--- src/rtl/mscs_pkg.sv ---
// ----------------------------------------------------------------------------
// mscs_pkg
// types, edge codes and segment table for the marching squares cell unit
// ----------------------------------------------------------------------------
package mscs_pkg;

    localparam int LevelW    = 16;
    localparam int CoordW    = 24;
    localparam int FracBits  = 16;            // fraction bits of the crossing point
    localparam int DenW      = LevelW + 1;    // level difference
    localparam int InterpLat = FracBits + 2;  // edge unit: divide stages, multiply, round

    typedef enum logic [1:0] {
        EDGE_A = 2'd0,
        EDGE_B = 2'd1,
        EDGE_C = 2'd2,
        EDGE_D = 2'd3
    } t_edge;

    typedef struct packed {
        logic signed [LevelW-1:0] level_00;
        logic signed [LevelW-1:0] level_01;
        logic signed [LevelW-1:0] level_10;
        logic signed [LevelW-1:0] level_11;
        logic signed [CoordW-1:0] x_low;
        logic signed [CoordW-1:0] x_high;
        logic signed [CoordW-1:0] y_low;
        logic signed [CoordW-1:0] y_high;
    } t_cell;

    typedef struct packed {
        logic signed [CoordW-1:0] start_x;
        logic signed [CoordW-1:0] start_y;
        logic signed [CoordW-1:0] end_x;
        logic signed [CoordW-1:0] end_y;
        logic                     last_segment;
    } t_seg;

    // per-key segment plan: segment total and edge codes e0 to e3
    typedef struct packed {
        logic [1:0] count;
        t_edge      e0;
        t_edge      e1;
        t_edge      e2;
        t_edge      e3;
    } t_plan;

    function automatic t_plan plan_lookup(input logic [3:0] key);
        t_plan p;
        p = '{count: 2'd0, e0: EDGE_A, e1: EDGE_A, e2: EDGE_A, e3: EDGE_A};
        unique case (key)
            4'd0, 4'd15: p.count = 2'd0;
            4'd1:  begin p.count = 2'd1; p.e0 = EDGE_B; p.e1 = EDGE_A; end
            4'd2:  begin p.count = 2'd1; p.e0 = EDGE_B; p.e1 = EDGE_C; end
            4'd3:  begin p.count = 2'd1; p.e0 = EDGE_A; p.e1 = EDGE_C; end
            4'd4:  begin p.count = 2'd1; p.e0 = EDGE_A; p.e1 = EDGE_D; end
            4'd5:  begin p.count = 2'd1; p.e0 = EDGE_B; p.e1 = EDGE_D; end
            4'd6:  begin
                p.count = 2'd2; p.e0 = EDGE_B; p.e1 = EDGE_C;
                p.e2 = EDGE_A; p.e3 = EDGE_D;
            end
            4'd7:  begin p.count = 2'd1; p.e0 = EDGE_C; p.e1 = EDGE_D; end
            4'd8:  begin p.count = 2'd1; p.e0 = EDGE_C; p.e1 = EDGE_D; end
            4'd9:  begin
                p.count = 2'd2; p.e0 = EDGE_C; p.e1 = EDGE_D;
                p.e2 = EDGE_B; p.e3 = EDGE_A;
            end
            4'd10: begin p.count = 2'd1; p.e0 = EDGE_B; p.e1 = EDGE_D; end
            4'd11: begin p.count = 2'd1; p.e0 = EDGE_A; p.e1 = EDGE_D; end
            4'd12: begin p.count = 2'd1; p.e0 = EDGE_A; p.e1 = EDGE_C; end
            4'd13: begin p.count = 2'd1; p.e0 = EDGE_B; p.e1 = EDGE_C; end
            4'd14: begin p.count = 2'd1; p.e0 = EDGE_A; p.e1 = EDGE_B; end
            default: p.count = 2'd0;
        endcase
        return p;
    endfunction

endpackage

--- src/rtl/mscs_edge_interp.sv ---
// ----------------------------------------------------------------------------
// mscs_edge_interp
// pipelined crossing point on one cell edge: restoring divide then scale
// ----------------------------------------------------------------------------
// stage 0 registers the folded numerator/denominator, then one quotient bit
// per stage (16 stages), then multiply, then round and add into the output
// register. i_en advances every stage.
module mscs_edge_interp (
    input  logic                                i_clk,
    input  logic                                i_en,
    input  logic signed [mscs_pkg::LevelW-1:0]  i_iso,
    input  logic signed [mscs_pkg::LevelW-1:0]  i_la,
    input  logic signed [mscs_pkg::LevelW-1:0]  i_lb,
    input  logic signed [mscs_pkg::CoordW-1:0]  i_ca,
    input  logic signed [mscs_pkg::CoordW-1:0]  i_cb,
    output logic signed [mscs_pkg::CoordW-1:0]  o_coord
);
    localparam int NS = mscs_pkg::FracBits;   // quotient bits
    localparam int DW = mscs_pkg::DenW;
    localparam int CW = mscs_pkg::CoordW;
    localparam int PW = CW + NS + 2;          // product width

    // front end: signed numerator and denominator with signs folded
    logic signed [DW-1:0] w_num, w_den;
    logic                 w_zero, w_sat;
    always_comb begin
        w_num = DW'(i_iso) - DW'(i_lb);
        w_den = DW'(i_la)  - DW'(i_lb);
        if (w_den < 0) begin
            w_den = -w_den;
            w_num = -w_num;
        end
        w_zero = (w_den == '0) || (w_num <= 0);
        // numerator at or above the denominator means a full fraction
        w_sat  = !w_zero && (w_num >= w_den);
    end

    // divider pipe: remainder, quotient so far, divisor and passengers
    logic [DW-1:0]        r_rem  [NS+1];
    logic [NS-1:0]        r_quo  [NS+1];
    logic [DW-1:0]        r_den  [NS+1];
    logic                 r_zero [NS+1];
    logic                 r_sat  [NS+1];
    logic signed [CW-1:0] r_ca   [NS+1];
    logic signed [CW-1:0] r_cb   [NS+1];

    always_ff @(posedge i_clk) begin
        if (i_en) begin
            r_rem[0]  <= w_num[DW-1:0];
            r_quo[0]  <= '0;
            r_den[0]  <= w_den[DW-1:0];
            r_zero[0] <= w_zero;
            r_sat[0]  <= w_sat;
            r_ca[0]   <= i_ca;
            r_cb[0]   <= i_cb;
        end
    end

    // one quotient bit per stage, msb first
    for (genvar s = 0; s < NS; s++) begin : g_div
        logic [DW:0] w_shl, w_sub;
        logic        w_ge;
        always_comb begin
            w_shl = {r_rem[s], 1'b0};
            w_sub = w_shl - {1'b0, r_den[s]};
            w_ge  = (w_shl >= {1'b0, r_den[s]});
        end
        always_ff @(posedge i_clk) begin
            if (i_en) begin
                r_rem[s+1]  <= w_ge ? w_sub[DW-1:0] : w_shl[DW-1:0];
                r_quo[s+1]  <= {r_quo[s][NS-2:0], w_ge};
                r_den[s+1]  <= r_den[s];
                r_zero[s+1] <= r_zero[s];
                r_sat[s+1]  <= r_sat[s];
                r_ca[s+1]   <= r_ca[s];
                r_cb[s+1]   <= r_cb[s];
            end
        end
    end

    // fraction 0 .. 2^16
    logic [NS:0] w_frac;
    always_comb begin
        if (r_zero[NS])     w_frac = '0;
        else if (r_sat[NS]) w_frac = {1'b1, {NS{1'b0}}};
        else                w_frac = {1'b0, r_quo[NS]};
    end

    // multiply stage: 17 bit fraction by 25 bit signed span
    logic signed [CW:0]    w_diff;
    logic signed [PW-1:0]  w_fx, w_dx;
    logic signed [PW-1:0]  r_prod;
    logic signed [CW-1:0]  r_cb_m;
    always_comb begin
        w_diff = (CW+1)'(r_ca[NS]) - (CW+1)'(r_cb[NS]);
        w_fx   = signed'({{(PW-NS-1){1'b0}}, w_frac});
        w_dx   = PW'(w_diff);
    end
    always_ff @(posedge i_clk) begin
        if (i_en) begin
            r_prod <= w_fx * w_dx;
            r_cb_m <= r_cb[NS];
        end
    end

    // round (half up) and add; arithmetic shift gives the floor
    logic signed [PW-1:0] w_rnd;
    always_comb begin
        w_rnd = (r_prod + (PW'(32'sd1) <<< (NS - 1))) >>> NS;
    end
    always_ff @(posedge i_clk) begin
        if (i_en) o_coord <= r_cb_m + w_rnd[CW-1:0];
    end

endmodule

--- config.mk ---
export PLATFORM = sky130hd
export DESIGN_NAME = mscs_edge_interp
export DESIGN_NICKNAME = d
export VERILOG_FILES = /design/src/rtl/mscs_pkg.sv /design/src/rtl/mscs_edge_interp.sv
export SDC_FILE = /design/constraint.sdc
export NUM_CORES = 2
export LEC_CHECK = 0
export ABC_AREA = 0
export BUFFER_PORTS_ARGS = -buffer_cell sky130_fd_sc_hd__buf_2
export CAP_MARGIN = 30
export CORE_MARGIN = 2
export CORE_UTILIZATION = 30
export DETAILED_ROUTE_END_ITERATION = 10
export SLEW_MARGIN = 10
export SYNTH_ARGS = -nofsm -noshare
export SYNTH_HDL_FRONTEND = slang
export SYNTH_SLANG_ARGS = --single-unit
--- constraint.sdc ---
create_clock -name i_clk -period 7.81 [get_ports i_clk]
set_input_delay 1.1715 -clock i_clk [delete_from_list [all_inputs] [get_ports i_clk]]
set_output_delay 1.1715 -clock i_clk [all_outputs]
set_load 0.02 [all_outputs]
* Yosys cells after proc, flatten, opt, wreduce, memory -nomap -nowiden
Memories as Yosys holds them, arrays and structs flattened. Cells that the tools add are included.
Storage, ports and cells: register bits 88, bits in writable memories 1700, input port bits 98, output and inout port bits 24, memories 7
Cells by class: add/subtract/negate cells 23, $mul 1, magnitude comparators 19, multiplexer cells 22, reduce and logical (&&, ||, !) cells 4
Memories:
- r_ca | words 17, width 24, rd ports 17, clocked after Yosys merged registers in 0, write ports 17, line mscs_edge_interp.sv:44 | logic signed [CW-1:0] r_ca [NS+1];
- r_cb | words 17, width 24, rd ports 17, clocked after Yosys merged registers in 0, write ports 17, line mscs_edge_interp.sv:45 | logic signed [CW-1:0] r_cb [NS+1];
- r_den | words 17, width 17, rd ports 16, clocked after Yosys merged registers in 0, write ports 17, line mscs_edge_interp.sv:41 | logic [DW-1:0] r_den [NS+1];
- r_rem | words 17, width 17, rd ports 16, clocked after Yosys merged registers in 0, write ports 17, line mscs_edge_interp.sv:39 | logic [DW-1:0] r_rem [NS+1];
- r_quo | words 17, width 16, rd ports 17, clocked after Yosys merged registers in 0, write ports 17, line mscs_edge_interp.sv:40 | logic [NS-1:0] r_quo [NS+1];
- r_sat | words 17, width 1, rd ports 17, clocked after Yosys merged registers in 0, write ports 17, line mscs_edge_interp.sv:43 | logic r_sat [NS+1];
- 1 more memories
Operators with widths (count):
- $mux 17 | 20
- $ge 18x17->1 | 16
- $sub 17x17->17 | 16
- $add 40x17->40 const B | 1
- $mul 18x25->40 | 1
- $neg 17->17 | 2
- $sub 16x16->17 | 2
- $sub 24x24->25 | 1
- $add 24x24->24 | 1
- $ge 17x17->1 | 1
- $le 17x1->1 const B | 1
- $logic_not 17->1 | 1
- $lt 17x1->1 const B | 1
- $mux 1 | 2
- $logic_and 1x1->1 | 1
- $logic_not 1->1 | 1
- $logic_or 1x1->1 | 1

* Longest topological paths before layout
depth after elaboration 7, gate-level depth with buffers 36

* Worst setup path after synthesis
Ideal clock, no wire load.
path type register to register, start point mem r_cb[2][2] (netlist bit), end point reg r_prod[39], data pin, setup time 0.260 ns, data arrival time 8.219 ns, required time 7.550 ns, setup slack -0.669 ns, stages on the path, launching flop included 36, buffers on the path 0, path through edfxtp_1 -> inv_1 -> ha_1 -> nor2b_1 -> o31a_1 -> o211ai_2 -> a211oi_1 -> or2_1 -> o21a_4 -> nand2_1 -> nand2_1 -> a21oi_1 -> xor2_1 -> nor2_1 -> fa_1 -> inv_1 -> fa_1 -> fa_1 -> inv_1 -> fa_1 -> fa_1 -> inv_1 -> fa_1 -> inv_1 -> ha_1 -> nand3_1 -> a21o_1 -> a31o_2 -> a211o_1 -> a211oi_1 -> a21oi_2 -> a31oi_1 -> a311o_1 -> a21oi_1 -> xnor2_1 -> xnor2_1
RTL lines:
- start, declared | line mscs_edge_interp.sv:45
- end signal, assigned | line mscs_edge_interp.sv:101 | r_prod <= w_fx * w_dx;
- end, declared | line mscs_edge_interp.sv:92 | logic signed [PW-1:0] r_prod;

==> impl_metrics.tcl <==
set metrics [dict create \
    p_switching_uw 11650 \
    hold_end "r_quo[0][270]" \
    drtIter0Drc 3060 \
    start_util 0.3008 \
    viasPerCell 4.508 \
    power_density_mw_per_mm2 351.3 \
    rr_startpoint "r_cb[2][2]" \
    first_pass_iters 6 \
    place_hpwl_um 134000 \
    p_int_uw 22480 \
    period_share 1.072 \
    ys_warn_count 0 \
    hp-class "reg -> reg" \
    tightestPinTransition_ns 1.028 \
    routabilityCongestion 0.9167 \
    whs_path_depth 0 \
    clkPwrFrac 0.233 \
    totalWireLength_um 176800 \
    via_count 48450 \
    path_class "reg -> reg" \
    clk_pin_slew_worst_paths_ns 0.07 \
    most-common-layout-cells "edfxtp_1 (1603), inv_1 (930), nand2_1 (464), nor2_1 (462), ha_1 (441)" \
    p_leak_uw 0.03896 \
    area_delta_synth_final_pct 17.01 \
    layout_commonest_cell "edfxtp_1" \
    std_cell_rows 193 \
    r2r-end "r_prod[39]" \
    rsz0062_at_grt "true" \
    cp.arrival_ns 8.94 \
    slowest_stage "fa_1" \
    maxCapViolCount 0 \
    die_width_um 530.1 \
    synth_compound_area_frac 0.07435 \
    synth_nets 7351 \
    yosys.area_share.simple 0.08546 \
    htreeDepth 4 \
    ios 122 \
    wl_per_cell_um 16.45 \
    async_flop_share 0 \
    grt_max_degree 204 \
    tritoncts "done" \
    io_buffer_count 121 \
    track_usage 0.1248 \
    syn_avg_cell_area_um2 13.02 \
    synth_xor_area_frac 0.03180 \
    antenna_found_initial 3 \
    timing.critical_path.to_type "flop" \
    muxShareOfSynthArea 0.01034 \
    fin_cells 10750 \
    clock_skew_ns 0.05068 \
    cts.path.max_buffers 4 \
    worst_slack_ns -0.5620 \
    ant_nets 0 \
    hold_violations 0 \
    path_common_cell "fa_1" \
    min_from "r_quo[0][253]" \
    sequentialPowerShare 0.362 \
    synth-seq-area-share 0.5797 \
    synth_edf_count 1603 \
    ys_ff_latch 1603 \
    cp_data_required_time_ns 8.38 \
    synth_ff_type "edfxtp_1" \
    grt_pass1_vias 50160 \
    synthCells 6376 \
    r2r_cells 34 \
    cts-root-buf "clkbuf_16" \
    cts_hold_buf 0 \
    fp.dieArea_mm2 0.2810 \
    slew_headroom 0.3146 \
    final_max_slew_viol_count 0 \
    setup_viol 12 \
    hold_ws_ns 0.3692 \
    violations "negative setup slack" \
    cts.sinks 1603 \
    finalCriticalPeriod_ns 8.372 \
    run_status "complete, but fails checks" \
    rrSetupSlack_ns -0.56 \
    drcViolationCount 0 \
    syn_area_mm2 0.08303 \
    fp.dieH_um 530.1 \
    grt_pass1_wl_um 277000 \
    synth_top_family_by_area "adder cells" \
    max_stage_delay_ns 0.51 \
    final_nets 7887 \
    synthAdderAreaFrac 0.1695 \
    fin_tns_setup_ns -4.478 \
    combPwrFrac 0.405 \
    swShare 0.3414 \
    crit_fanout 6 \
    core_mm2 0.2760 \
    dp_cells 10390 \
    overflow 0 \
    drive_gt1_frac 0.1437 \
    ir_drop_uv 207.0 \
    clkLatencyLatePin_ns 0.82 \
    synth_cell_type_count 100 \
    numCtsBuffers 179 \
    fmax_mhz 119.4 \
    startpoint_type "flop" \
]
-- kinds of logic (layout without fill, tap and decap cells) --
family                     count (synthesis)  in the layout
muxes                                     78             78
and+or+nand+nor                         1526           1526
DFF                                     1603           1603
xor gates and xnor gates                 298            298
adders and majority gates                877            877
buffers and inverters                   1071           1737
other                                      0              1
AOI/OAI and AO/OA                        923            923
-- metrics by stage --
step	instance area, um^2	util	power [uW]	worst slack (ns)
after floorplan	83440	-	21550	-0.2290
after global placement	90580	0.3282	25400	-0.7281
after detailed placement	90660	0.3285	25750	-0.7410
after CTS	96650	0.3502	34170	-0.5138
after global routing	97160	0.3520	36540	-0.8931
final	97160	0.3520	34130	-0.5620
-- state kept, by name (all words and copies together) (netlist names) --
signal   count
r_prod      25
r_cb_m      24
r_rem      272
o_coord     24
r_quo      136
r_sat       17
r_ca       408
r_den      272
r_zero      17
r_cb       408
-- cell usage after synthesis, types with 85 or more instances --
library cell  count  area (um^2)
a21o_1           85        638.1
a21oi_1         163        815.8
clkbuf_1         94        352.8
edfxtp_1       1603        48140
fa_1            413         8268
ha_1            464         5806
inv_1           957         3592
nand2_1         473         1775
nor2_1          478         1794
nor3_1          113        565.5
o21ai_0         260         1301
xnor2_1         189         1655
xor2_1          105        919.6
-- power groups by stage --
stage	Combinational, uW	Clock [uW]	Sequential (uW)
after floorplan	9240	0	12300
after global placement	12900	0	12500
after detailed placement	13200	0	12600
after CTS	13500	8240	12400
after global routing	15500	8570	12500
final	13800	7950	12400
-- layout make-up --
cell class | count | area, um^2
multi-input cells | 3702 | 31690
repair buffers | 468 | 3570
inverters | 958 | 3596
flip-flops and latches | 1603 | 48140
fillers | 26590 | 178900
well taps | 3705 | 4636
clock inverters | 103 | 920.9
diodes | 1 | 2.502
clock buffers | 208 | 4609
-- timing repair --
| item | CTS | global route |
|---|---|---|
| resized for setup | 65 | 75 |
| pin swaps | 71 | 82 |
| endpoints found under the setup margin | 21 | 25 |
| cloned | 0 | 0 |
| buffers inserted | 30 | 18 |
-- layer usage --
| metal | track usage | vias up | share of wire |
|---|---|---|---|
| met5 | 0 | - | 0 |
| met4 | 0.04770 | 0 | 0.037 |
| met3 | 0.01799 | 357 | 0.036 |
| met2 | 0.2239 | 856 | 0.50 |
| met1 | 0.1502 | 23860 | 0.42 |
| li1 | - | 23390 | - |
-- critical path: cells and delay by family (launching register included) --
family          cells  cell delay, ns
flops               1            0.39
fa+ha+maj           8            3.28
simple gates        5            1.04
xor+xnor            2            0.22
buf+inv             7            0.59
compound gates     12            2.60
-- how the worst max path moves through the flow --
stage | startpoint | end | slack (ns) | cells after the start
after global placement | r_ca[1][0] | r_prod[39] | -0.73 | 32
after floorplan | r_ca[1][0] | r_prod[39] | -0.23 | 35
final | r_cb[2][2] | r_prod[39] | -0.56 | 34
after CTS | r_ca[1][1] | r_prod[37] | -0.51 | 32
after detailed placement | r_ca[1][1] | r_prod[39] | -0.74 | 35
after global routing | r_ca[1][1] | r_prod[37] | -0.89 | 33
Power figures use the tool's default switching activity.
